### src/design/clm_pkg.sv
package clm_pkg;

  localparam logic [7:0] CH_NEWLINE   = 8'h0a;
  localparam logic [7:0] CH_STAR      = 8'h2a;
  localparam logic [7:0] CH_SLASH     = 8'h2f;
  localparam logic [7:0] CH_BACKSLASH = 8'h5c;
  localparam logic [7:0] CH_SQUOTE    = 8'h27;
  localparam logic [7:0] CH_DQUOTE    = 8'h22;
  localparam logic [7:0] CH_TICK      = 8'h60;
  localparam logic [7:0] CH_SPACE     = 8'h20;

endpackage

### src/design/comment_literal_masker_unit.sv
// path: an accepted input word is registered, then its result words in the result buffer
// throughput: 1 word per cycle while out_tready is high and each word yields at most
//   one output word; an input word that yields two output words holds the input side
//   until the two-entry result buffer, draining one word per cycle, holds one word
// reset: rst_n synchronous active low, clears buffers and returns the lexer to plain text
module comment_literal_masker_unit (
  input  logic       clk,
  input  logic       rst_n,
  input  logic       in_tvalid,
  output logic       in_tready,
  input  logic [7:0] in_tdata,   // char_in[7:0]
  input  logic       in_tlast,   // is_final
  output logic       out_tvalid,
  input  logic       out_tready,
  output logic [7:0] out_tdata,  // char_out[7:0]
  output logic       out_tlast   // end_of_text
);

  typedef enum logic [2:0] {
    MODE_PLAIN  = 3'd0,
    MODE_LINE   = 3'd1,
    MODE_BLOCK  = 3'd2,
    MODE_SINGLE = 3'd3,
    MODE_DOUBLE = 3'd4,
    MODE_TICK   = 3'd5
  } lex_mode_t;

  logic       in_valid_r;
  logic [7:0] in_char_r;
  logic       in_last_r;

  lex_mode_t  mode_r, mode_nxt;
  logic       esc_r, esc_nxt;
  logic       star_r, star_nxt;
  logic       held_r, held_nxt;

  logic [1:0] cnt_r, cnt_nxt;
  logic [7:0] slot0_char_r, slot0_char_nxt;
  logic       slot0_last_r, slot0_last_nxt;
  logic [7:0] slot1_char_r, slot1_char_nxt;
  logic       slot1_last_r, slot1_last_nxt;

  logic       proc_go;
  logic       pop;
  logic [1:0] res_n;
  logic [7:0] res0_char;
  logic [7:0] res1_char;

  logic       pb_emit;
  logic [7:0] pb_char;
  lex_mode_t  pb_mode;
  logic       pb_held;

  assign out_tvalid = (cnt_r != 2'd0);
  assign out_tdata  = slot0_char_r;
  assign out_tlast  = slot0_last_r;
  assign pop        = out_tvalid && out_tready;
  assign proc_go    = in_valid_r && ((cnt_r == 2'd0) || ((cnt_r == 2'd1) && out_tready));
  assign in_tready  = !in_valid_r || proc_go;

  // plain text byte, held slash already resolved
  always_comb begin
    pb_emit = 1'b1;
    pb_char = in_char_r;
    pb_mode = MODE_PLAIN;
    pb_held = 1'b0;
    if ((in_char_r == clm_pkg::CH_SLASH) && !in_last_r) begin
      pb_emit = 1'b0;
      pb_held = 1'b1;
    end else if (in_char_r == clm_pkg::CH_SQUOTE) begin
      pb_char = clm_pkg::CH_SPACE;
      pb_mode = MODE_SINGLE;
    end else if (in_char_r == clm_pkg::CH_DQUOTE) begin
      pb_char = clm_pkg::CH_SPACE;
      pb_mode = MODE_DOUBLE;
    end else if (in_char_r == clm_pkg::CH_TICK) begin
      pb_char = clm_pkg::CH_SPACE;
      pb_mode = MODE_TICK;
    end
  end

  always_comb begin
    res_n     = 2'd1;
    res0_char = clm_pkg::CH_SPACE;
    res1_char = clm_pkg::CH_SPACE;
    mode_nxt  = mode_r;
    esc_nxt   = esc_r;
    star_nxt  = star_r;
    held_nxt  = held_r;
    case (mode_r)
      MODE_LINE: begin
        if (in_char_r == clm_pkg::CH_NEWLINE) begin
          res0_char = in_char_r;
          mode_nxt  = MODE_PLAIN;
        end
      end
      MODE_BLOCK: begin
        if (star_r && (in_char_r == clm_pkg::CH_SLASH)) begin
          mode_nxt = MODE_PLAIN;
          star_nxt = 1'b0;
        end else begin
          star_nxt = (in_char_r == clm_pkg::CH_STAR);
        end
      end
      MODE_SINGLE, MODE_DOUBLE, MODE_TICK: begin
        if (esc_r) begin
          esc_nxt = 1'b0;
        end else if (in_char_r == clm_pkg::CH_BACKSLASH) begin
          esc_nxt = 1'b1;
        end else if (((mode_r == MODE_SINGLE) && (in_char_r == clm_pkg::CH_SQUOTE)) ||
                     ((mode_r == MODE_DOUBLE) && (in_char_r == clm_pkg::CH_DQUOTE)) ||
                     ((mode_r == MODE_TICK) && (in_char_r == clm_pkg::CH_TICK))) begin
          mode_nxt = MODE_PLAIN;
        end
      end
      default: begin
        if (held_r) begin
          held_nxt = 1'b0;
          if (in_char_r == clm_pkg::CH_SLASH) begin
            res_n    = 2'd2;
            mode_nxt = MODE_LINE;
          end else if (in_char_r == clm_pkg::CH_STAR) begin
            res_n    = 2'd2;
            mode_nxt = MODE_BLOCK;
            star_nxt = 1'b0;
          end else begin
            res_n     = pb_emit ? 2'd2 : 2'd1;
            res0_char = clm_pkg::CH_SLASH;
            res1_char = pb_char;
            mode_nxt  = pb_mode;
            held_nxt  = pb_held;
          end
        end else begin
          res_n     = pb_emit ? 2'd1 : 2'd0;
          res0_char = pb_char;
          mode_nxt  = pb_mode;
          held_nxt  = pb_held;
        end
      end
    endcase
    if (in_last_r) begin
      mode_nxt = MODE_PLAIN;
      esc_nxt  = 1'b0;
      star_nxt = 1'b0;
      held_nxt = 1'b0;
    end
  end

  always_comb begin
    cnt_nxt        = cnt_r;
    slot0_char_nxt = slot0_char_r;
    slot0_last_nxt = slot0_last_r;
    slot1_char_nxt = slot1_char_r;
    slot1_last_nxt = slot1_last_r;
    if (proc_go) begin
      cnt_nxt        = res_n;
      slot0_char_nxt = res0_char;
      slot0_last_nxt = in_last_r && (res_n == 2'd1);
      slot1_char_nxt = res1_char;
      slot1_last_nxt = in_last_r;
    end else if (pop) begin
      cnt_nxt        = cnt_r - 2'd1;
      slot0_char_nxt = slot1_char_r;
      slot0_last_nxt = slot1_last_r;
    end
  end

  always_ff @(posedge clk) begin
    if (!rst_n) begin
      in_valid_r <= 1'b0;
      cnt_r      <= 2'd0;
      mode_r     <= MODE_PLAIN;
      esc_r      <= 1'b0;
      star_r     <= 1'b0;
      held_r     <= 1'b0;
    end else begin
      if (in_tready) begin
        in_valid_r <= in_tvalid;
      end
      cnt_r <= cnt_nxt;
      if (proc_go) begin
        mode_r <= mode_nxt;
        esc_r  <= esc_nxt;
        star_r <= star_nxt;
        held_r <= held_nxt;
      end
    end
  end

  always_ff @(posedge clk) begin
    if (in_tready) begin
      in_char_r <= in_tdata;
      in_last_r <= in_tlast;
    end
    slot0_char_r <= slot0_char_nxt;
    slot0_last_r <= slot0_last_nxt;
    slot1_char_r <= slot1_char_nxt;
    slot1_last_r <= slot1_last_nxt;
  end

`ifndef NO_ASSERTIONS
  a_cnt_range: assert property (@(posedge clk) disable iff (!rst_n) cnt_r != 2'd3)
    else $error("result buffer count out of range");

  a_slot_shift: assert property (@(posedge clk) disable iff (!rst_n)
    (cnt_r == 2'd2 && out_tready) |=> (out_tdata == $past(slot1_char_r) && out_tvalid))
    else $error("second result word lost on drain");

  a_held_plain: assert property (@(posedge clk) disable iff (!rst_n)
    held_r |-> (mode_r == MODE_PLAIN))
    else $error("slash held outside plain text");

  a_star_block: assert property (@(posedge clk) disable iff (!rst_n)
    star_r |-> (mode_r == MODE_BLOCK))
    else $error("star flag outside block comment");

  a_esc_literal: assert property (@(posedge clk) disable iff (!rst_n)
    esc_r |-> (mode_r == MODE_SINGLE || mode_r == MODE_DOUBLE || mode_r == MODE_TICK))
    else $error("escape pending outside literal");
`endif

endmodule

### config.mk
export PLATFORM = sky130hd
export DESIGN_NAME = comment_literal_masker_unit
export DESIGN_NICKNAME = d
export VERILOG_FILES = /design/src/design/clm_pkg.sv /design/src/design/comment_literal_masker_unit.sv
export SDC_FILE = /design/constraint.sdc
export NUM_CORES = 1
export LEC_CHECK = 0
export ABC_AREA = 1
export BUFFER_PORTS_ARGS = -buffer_cell sky130_fd_sc_hd__buf_2
export CAP_MARGIN = 20
export CORE_UTILIZATION = 26
export CTS_BUF_LIST = sky130_fd_sc_hd__clkbuf_4 sky130_fd_sc_hd__clkbuf_8
export DETAILED_ROUTE_END_ITERATION = 7
export HOLD_SLACK_MARGIN = 0.05
export PLACE_DENSITY_LB_ADDON = 0.2
export SETUP_SLACK_MARGIN = 0.15
export SYNTH_ARGS = -nofsm -noshare
export SYNTH_HDL_FRONTEND = slang
export SYNTH_SLANG_ARGS = --single-unit
### constraint.sdc
create_clock -name clk -period 2.14 [get_ports clk]
set_clock_uncertainty 0.05 [all_clocks]
set_input_delay 0.535 -clock clk [delete_from_list [all_inputs] [get_ports clk]]
set_output_delay 0.535 -clock clk [all_outputs]
set_load 0.005 [all_outputs]
Yosys cells after proc, flatten, opt, wreduce, memory -nomap -nowiden
Index checks and enable logic that the tools add are counted.
{ "classes": {"reduce_logical": 30, "eq_ne": 22, "order_cmp": 0, "add_sub_neg": 1, "n_div": 0, "multipliers": 0, "n_shift": 0, "mux": 51, "bitwise": 1} }
{ "ops": {"columns": ["operator", "count"], "rows": [
  ["$mux W8", 8],
  ["$mux W3", 13],
  ["$eq A8 B6 Y1 const B", 4],
  ["$mux W1", 18],
  ["$eq A8 B7 Y1 const B", 2],
  ["$pmux W8 S2", 1],
  ["$ne A3 B3 Y1 const B", 5],
  ["$mux W2", 7],
  ["$logic_and A1 B1 Y1", 9],
  ["$pmux W3 S3", 1],
  ["$eq A8 B4 Y1 const B", 1],
  ["$mux W4", 2],
  ["$reduce_or A4 Y1", 2],
  ["$reduce_or A8 Y1", 1],
  ["$eq A3 B2 Y1 const B", 2],
  ["$eq A3 B3 Y1 const B", 2],
  ["$reduce_and A6 Y1", 1],
  ["$reduce_bool A2 Y1", 3],
  ["$reduce_bool A3 Y1", 2],
  ["$reduce_and A5 Y1", 1],
  ["$reduce_or A5 Y1", 1],
  ["$eq A2 B1 Y1 const B", 2],
  ["$logic_or A1 B1 Y1", 4],
  ["$ne A2 B1 Y1 const B", 2],
  ["other kinds (9)", 11]
]} }
{ "word_totals": {"out_inout_bits": 11, "ram_bits": 0, "regBits": 36, "latchBits": 0, "mem_bits_ro": 0, "n_memories": 0, "word_cells": 117, "inputBits": 13} }

Depth between registers and ports, before layout
Gate-level depths: netlist (run 1).
{ "logic_depth": {"depth_word": 10, "ltp_mapped": 12, "mapped_depth_nobuf": 12} }

Least setup slack after synthesis (run 1)
No wires, ideal clock.
{ "synth_timing": {"path_type": "reg2reg", "from": "reg cnt_r[1]", "to": "reg slot0_char_r[3], in the netlist out_tdata[3] (data pin)", "stages_incl_launch_ff": 9, "required_time_ps": 1830, "n_path_buf": 1, "setup_time_ps": 260, "synth_period_minus_slack_ps": 1653, "slack_ps": 487, "arrival_ps": 1342, "path_cell_list": "dfxtp_1 -> inv_1 -> ha_1 -> a21oi_1 -> nor2_2 -> buf_2 -> nand2_1 -> a31oi_1 -> a21oi_1"} }
{ "synth_via": {"elab_chain_cells": 5, "elab_cells_between_ends": 6, "classes_between": "1 x eq/ne; 1 x mux; 4 x reduce/logical"} }
{ "synth_lines": {"columns": ["item", "line_no", "source"], "rows": [
  ["start: declaration", "comment_literal_masker_unit.sv:37", "logic [1:0] cnt_r, cnt_nxt;"],
  ["start signal: assignment", "comment_literal_masker_unit.sv:180", "cnt_r <= cnt_nxt;"],
  ["$eq A2 B1 Y1", "comment_literal_masker_unit.sv:58", "assign proc_go = in_valid_r && ((cnt_r == 2'd0) || ((cnt_r == 2'd1) && out_tready));"],
  ["$logic_and A1 B1 Y1", "comment_literal_masker_unit.sv:58", null],
  ["$logic_or A1 B1 Y1 (*)", "comment_literal_masker_unit.sv:58", null],
  ["$logic_and A1 B1 Y1 (*)", "comment_literal_masker_unit.sv:58", null],
  ["net proc_go", "comment_literal_masker_unit.sv:43", "logic proc_go;"],
  ["$mux W8 (*)", "comment_literal_masker_unit.sv:155", "if (proc_go) begin"],
  ["net slot0_char_nxt[3]", "comment_literal_masker_unit.sv:38", "logic [7:0] slot0_char_r, slot0_char_nxt;"],
  ["end signal: assignment", "comment_literal_masker_unit.sv:195", "slot0_char_r <= slot0_char_nxt;"],
  ["end: declaration", "comment_literal_masker_unit.sv:38", null]
]} }
Mark *: on every way through the listed nets, which the timed path passes. The rest lies on a longest branch.
A chain may end at the register's enable or synchronous reset.

Worst setup path after layout (run 1)
{ "layout_timing": {"from": "reg cnt_r[1]", "to": "out in_tready"} }
{ "layout_via": {"elab_chain_cells": 5, "elab_cells_between_ends": 6, "classes_between": "1 x eq/ne; 5 x reduce/logical"} }
{ "layout_lines": {"columns": ["item", "line_no", "source"], "rows": [
  ["$eq A2 B1 Y1", "comment_literal_masker_unit.sv:58", null],
  ["$logic_and A1 B1 Y1", "comment_literal_masker_unit.sv:58", null],
  ["$logic_or A1 B1 Y1 (*)", "comment_literal_masker_unit.sv:58", null],
  ["$logic_and A1 B1 Y1 (*)", "comment_literal_masker_unit.sv:58", null],
  ["$logic_or A1 B1 Y1 (*)", "comment_literal_masker_unit.sv:59", "assign in_tready = !in_valid_r || proc_go;"],
  ["end: declaration", "comment_literal_masker_unit.sv:10", "output logic in_tready,"]
]} }
Mark *: on every way between the ends. The rest lies on a longest branch, timed or not.

==> results.ini, run 1 <==
[cts]
clk_pin_slew_worst_paths_ps=80
cts_root_buffer=clkbuf_8
tritoncts=built
clock_path_buffers=2
numClockSinks=36
h-tree-depth=2
insertion_delay_ps=290
postCtsSetupBuffers=0
numCtsBuffers=5

[final_layout]
nNetsFinal=262
fill_cells=759
area_growth_pct=20.8
regArea_um2=992
drive_above_1_share=0.262
multiInputGateArea_um2=751
n_antenna_cell=0

[timing]
setup_viol=0
clock.fmax_ghz=0.527
grt_setup_unrepaired=no
finalHoldViolCount=0
tightest_slew_ps=267
drv_slew=0
tns_ps=0
slew_headroom=0.822
finalWorstSetupSlack_ps=242
period_share=0.887
hold_ws_ps=368
finalCriticalPeriod_ps=1900

[power_and_ir_drop]
power.leakage_nw=0.957
ir_drop_uv=291
powerDensity_nw_per_um2=1260
power.total_mw=2.83

[floorplan]
start_util=0.272
die_w_um=86.5
die_y_um=86.5
rows=30
die-area_um2=7480
ios=24
core_area_um2=6830

[drt]
routedWlPerCell_um=12.2
drc=0
first_pass_iters=4
final_antenna_net_count=0
vias_per_cell=4.35
vias=1495
drt-initial-drc-count=56
routed_wl_um=4180

[worst_hold_path]
hp-start=in_tdata[3]
hold_path_class=input port to register

[global_route]
grt-ovfl-total=0
grt_pass1_wl_um=6840
grt_pass1_vias=1468
grt_usage=0.124
antenna_found_initial=0
grt_max_degree=15

[yosys]
netlist_area_um2=1860
yosysTopAreaCell=edfxtp_1
synthDistinctLibCells=29
synth_ff_type=edfxtp_1
synth_edf_count=27
synth_seq_cells=36
avgSynthCellArea_um2=8.68
synthArstFlopShare=0
ys_warn_count=0
yosys.area.top_type_share=0.437
yosysSeqAreaShare=0.534
synth_area_leaders=edfxtp_1 (44%), dfxtp_1 (9.7%), nand2_1 (9.7%), nor2_1 (6.9%), inv_1 (4.6%)
syn-instance-count=214
syn-num-nets=229

[setup_path]
crit_start=cnt_r[1]$_SDFFE_PN0P_
cp-end-kind=output pin
cp_slowest_cell=dfxtp_1
cp_slowest_stage_delay_ps=310
cp_max_fo=3
cp_cell_sequence=inv_1 > ha_1 > a21oi_2 > nand2_2 > buf_2
cp.arrival_ps=1310
required_ps=1550
path_class=register to output pin
timing.rr.start=cnt_r[1]$_SDFFE_PN0P_
start_kind=register
r2r_slack_ps=380

[job]
cap_violations=0

[placement]
portBuffers=23
gp_congestion=0.842
dp_slack_ps=333
dp_hpwl_um=3270

[outcome]
status=complete, no violations

per-layer routing:
layer  GRT usage  part of all wire  vias to the layer above
met4      0.0727             0.035                        0
li1            -                 -                      772
met1       0.156              0.50                      680
met3      0.0286             0.035                       10
met5           0                 0                        -
met2       0.193              0.43                       33
placed cells by master (no fill, tap or decap), types with 2 or more instances in the layout:
cell type  instances
edfxtp_1          27
nor2_4             2
buf_4              6
nand2_1           47
dfxtp_1            8
nor3_1             4
nand2_2            8
a21oi_1            7
nand3_1           10
nor2_1            34
clkbuf_8           5
o211ai_1           5
nand4_1            2
nor2_2             5
clkinv_2           2
buf_2             23
o21ai_0            9
a31oi_1            2
a21oi_2            2
inv_1             23
inv_2              3
power breakdown:
group | switching, mW | leakage (nW) | internal (mW)
combinational | 0.699 | 0.560 | 0.404
clock | 0.245 | 0.0586 | 0.359
sequential | 0.102 | 0.338 | 1.02
total | 1.05 | 0.957 | 1.79
synthesized netlist by cell type, types with 4 or more instances:
library cell	n
o211ai_1	5
nor2_1	34
inv_1	23
edfxtp_1	27
dfxtp_1	9
nand3_1	10
nor3_1	4
nor2_2	5
o21ai_0	9
nand2_1	48
nand2_2	7
a21oi_1	8
flip-flops by register name, indices dropped and copies added (netlist names):
name,flops
in_char_r,8
out_tdata,8
slot1_char_r,8
mode_r,3
cnt_r,2
esc_r,1
held_r,1
in_last_r,1
in_valid_r,1
out_tlast,1
slot1_last_r,1
star_r,1
final cells by class:
class	instances	share of cell area
repair buffers	29	0.0714
flip-flops and latches	36	0.442
inverters	28	0.0485
multi-input cells	147	0.335
clock inverters	2	0.0156
clock buffers	6	0.0340
well taps	96	0.0535
worst max-delay path, delay by kind of cell (launching register included):
kind,cells,cell delay (ps)
flops,1,310
buf+inv,2,210
compound gates,1,210
fa+ha+maj,1,200
simple gates,1,110
what timing repair did:
action / in CTS / in global routing
pin swaps: 0 / 0
endpoints found under the setup margin: 1 / 1
gates cloned: 0 / 0
hold endpoints to repair: 0 / 0
gates resized for setup: 2 / 2
hold buffers: 0 / 0
logic make-up after synthesis:
logic type      Yosys count  synth area share
fa+ha+maj                 2            0.0135
flops                    36             0.534
simple gates            116             0.288
buf+inv                  31            0.0667
compound gates           29            0.0977
per-stage QoR:
step,util,cell area (um^2),std cells
2_1_floorplan,-,1860,214
3_3_place_gp,0.311,2120,336
3_5_place_dp,0.311,2120,336
4_1_cts,0.328,2240,344
5_1_grt,0.328,2240,344
6_report,0.328,2240,344
worst paths after layout:
| path | end | depth (start not counted) |
|---|---|---|
| hold / removal | in_char_r[3]$_DFFE_PP_ | 1 |
| setup / recovery | in_tready | 5 |
| hold reg to reg | cnt_r[0]$_SDFFE_PN0P_ | 2 |
| setup reg to reg | mode_r[2]$_SDFFE_PN0P_ | 12 |
(Power assumes the default switching activity.)
==> run 2: changes to the inputs <==
==> constraint.sdc (replaced) <==
create_clock -name clk -period 2.1 [get_ports clk]
set_clock_uncertainty 0.05 [all_clocks]
set_input_delay 0.525 -clock clk [delete_from_list [all_inputs] [get_ports clk]]
set_output_delay 0.525 -clock clk [all_outputs]
set_load 0.005 [all_outputs]
==> run 2 against run 1 <==
Core utilization down 0.091 points. Die area unchanged. Design area down 0.28%. Sequential power is essentially flat. Power is 0.12% lower. Clock power decreased by 15%.
==> results.ini, run 2 (synthesis gave the netlist of run 1 again) <==
[final_layout]
final_common_cell=nand2_1
final_cell_mix=nand2_1 (47), nor2_1 (34), edfxtp_1 (27), buf_2 (23), inv_1 (22)
drive_above_1_share=0.265  ; +0.00296
area_growth_pct=20.5
n_antenna_cell=0  ; unchanged
fill_cells=749  ; -1.3%
nNetsFinal=263  ; +0.38%

[timing]
clock.fmax_ghz=0.531
grt_setup_unrepaired=yes
finalCriticalPeriod_ps=1880
period_share=0.897
slew_headroom=0.814  ; -0.00864
setup_viol=0  ; unchanged
drv_slew=0  ; unchanged
tightest_slew_ps=279  ; +13.0 ps
finalHoldViolCount=0  ; unchanged
tns_ps=0  ; unchanged

[floorplan]
die-area_um2=7480  ; unchanged
core_area_um2=6830  ; unchanged
ios=24  ; unchanged
start_util=0.272  ; unchanged
rows=30  ; unchanged
die_w_um=86.5  ; unchanged
die_y_um=86.5  ; unchanged

[setup_path]
cp_max_fo=4  ; +1
reg2reg_to=mode_r[2]$_SDFFE_PN0P_
r2r_slack_ps=310  ; -70 ps
cp.arrival_ps=1310  ; about the same
cp_slowest_cell=dfxtp_1
rr_worst_depth=11  ; -1
cp_cell_sequence=inv_1 > ha_4 > a21oi_2 > nand2_2 > buf_2
start_kind=register
cp_slowest_stage_delay_ps=350  ; +40 ps
timing.rr.start=cnt_r[0]$_SDFFE_PN0P_
required_ps=1520  ; -30 ps
cp-end-kind=output pin
worst-path-buf-inv=2  ; unchanged
path_class=register to output pin
crit_family=flip-flops

[job]
cap_violations=0  ; unchanged

[global_route]
grt_pass1_vias=1468  ; unchanged
grt_max_degree=14  ; -1
grt-ovfl-total=0  ; unchanged
grt_usage=0.126  ; +0.00262
grt_pass1_wl_um=6910  ; +1.0%
antenna_found_initial=0  ; unchanged

[cts]
numCtsBuffers=5  ; unchanged
cts_root_buffer=clkbuf_8
numClockSinks=36  ; unchanged
insertion_delay_ps=290  ; about the same
clock_path_buffers=2  ; unchanged
tritoncts=built
clk_pin_slew_worst_paths_ps=70  ; about the same
holdBufCountCts=0  ; unchanged
h-tree-depth=2  ; unchanged

[worst_hold_path]
hold_path_depth=1  ; unchanged
hold_path_class=input port to register
hold_end=in_char_r[3]$_DFFE_PP_
hp-start=in_tdata[3]

[power_and_ir_drop]
ir_drop_uv=384  ; +32%
powerDensity_nw_per_um2=1260  ; +0.16%
power.total_mw=2.83  ; -0.12%
power.leakage_nw=0.954  ; -0.32%

[drt]
routed_wl_um=4150  ; -0.88%
routedWlPerCell_um=12.0  ; -1.2%
vias=1492  ; -0.20%
final_antenna_net_count=0  ; unchanged
first_pass_iters=4  ; unchanged
vias_per_cell=4.32  ; -0.49%
drc=0  ; unchanged
drt-initial-drc-count=69  ; +23%

[outcome]
status=complete, no violations

[placement]
portBuffers=23  ; unchanged
gp_congestion=0.860  ; +2.2%
dp_hpwl_um=3260  ; -0.11%

[run 2: cell types whose count changed in the layout (fill, tap and decap cells not counted), sizes merged]
cell and change:
buf +1, bufinv -1, clkbuf +1
[run 2: final cells by class]
class | instances | area, um^2 | share of cell area
multi-input combinational | 147 | 761 | 0.340
inverter | 28 | 109 | 0.0487
clock buffer | 7 | 83.8 | 0.0375
tap | 96 | 120 | 0.0537
sequential | 36 | 991 | 0.443
timing repair buffer | 30 | 168 | 0.0749
clock inverter | 1 | 5.00 | 0.00224
[run 2: report_power, final]
| group | switching, mW | internal, mW |
|---|---|---|
| Sequential | 0.104 | 1.04 |
| Clock | 0.252 | 0.259 |
| Combinational | 0.726 | 0.445 |
| Total | 1.08 | 1.74 |
[run 2: worst max-delay path by stage]
stage	startpoint	end	slack, ps	cells past startpoint
final	cnt_r[0]$_SDFFE_PN0P_	in_tready	220	5
after global routing	cnt_r[0]$_SDFFE_PN0P_	in_tready	140	5
after CTS	cnt_r[0]$_SDFFE_PN0P_	in_tready	190	5
after detailed placement	cnt_r[0]$_SDFFE_PN0P_	mode_r[2]$_SDFFE_PN0P_	310	10
after global placement	out_tready	in_tready	360	4
after floorplan	cnt_r[1]$_SDFFE_PN0P_	out_tdata[3]$_DFFE_PP_	450	8
[run 2: metal layers]
layer,part of all wire,GRT usage
met2,0.46,0.198
met1,0.48,0.158
met4,0.026,0.0742
met5,0,0
met3,0.037,0.0314
[run 2: per-stage QoR]
| stage | setup WS [ps] | std cells | cell area [um^2] | hold slack (ps) | util |
|---|---|---|---|---|---|
| 3_5_place_dp | 313 | 336 | 2120 | 462 | 0.311 |
| 3_3_place_gp | 359 | 336 | 2120 | 431 | 0.311 |
| 4_1_cts | 192 | 345 | 2230 | 344 | 0.326 |
| 5_1_grt | 145 | 345 | 2240 | 342 | 0.327 |
| 2_1_floorplan | 447 | 214 | 1860 | 411 | - |
| 6_report | 217 | 345 | 2240 | 351 | 0.327 |
[run 2: worst register-to-register path, stage by stage (launching register included)]
cell	delay (ps)
dfxtp_1	350
inv_1	90
ha_4	180
a21oi_2	160
buf_4	140
nor2_2	40
inv_1	210
nor2_1	100
inv_1	130
nand2_2	90
nor2_1	120
nor2_2	50
[run 2: what timing repair did]
| action | CTS | global route |
|---|---|---|
| resized for setup | 3 | 2 |
| setup endpoints to repair | 1 | 6 |
| pin swaps | 0 | 1 |
| buffers inserted | 1 | 0 |
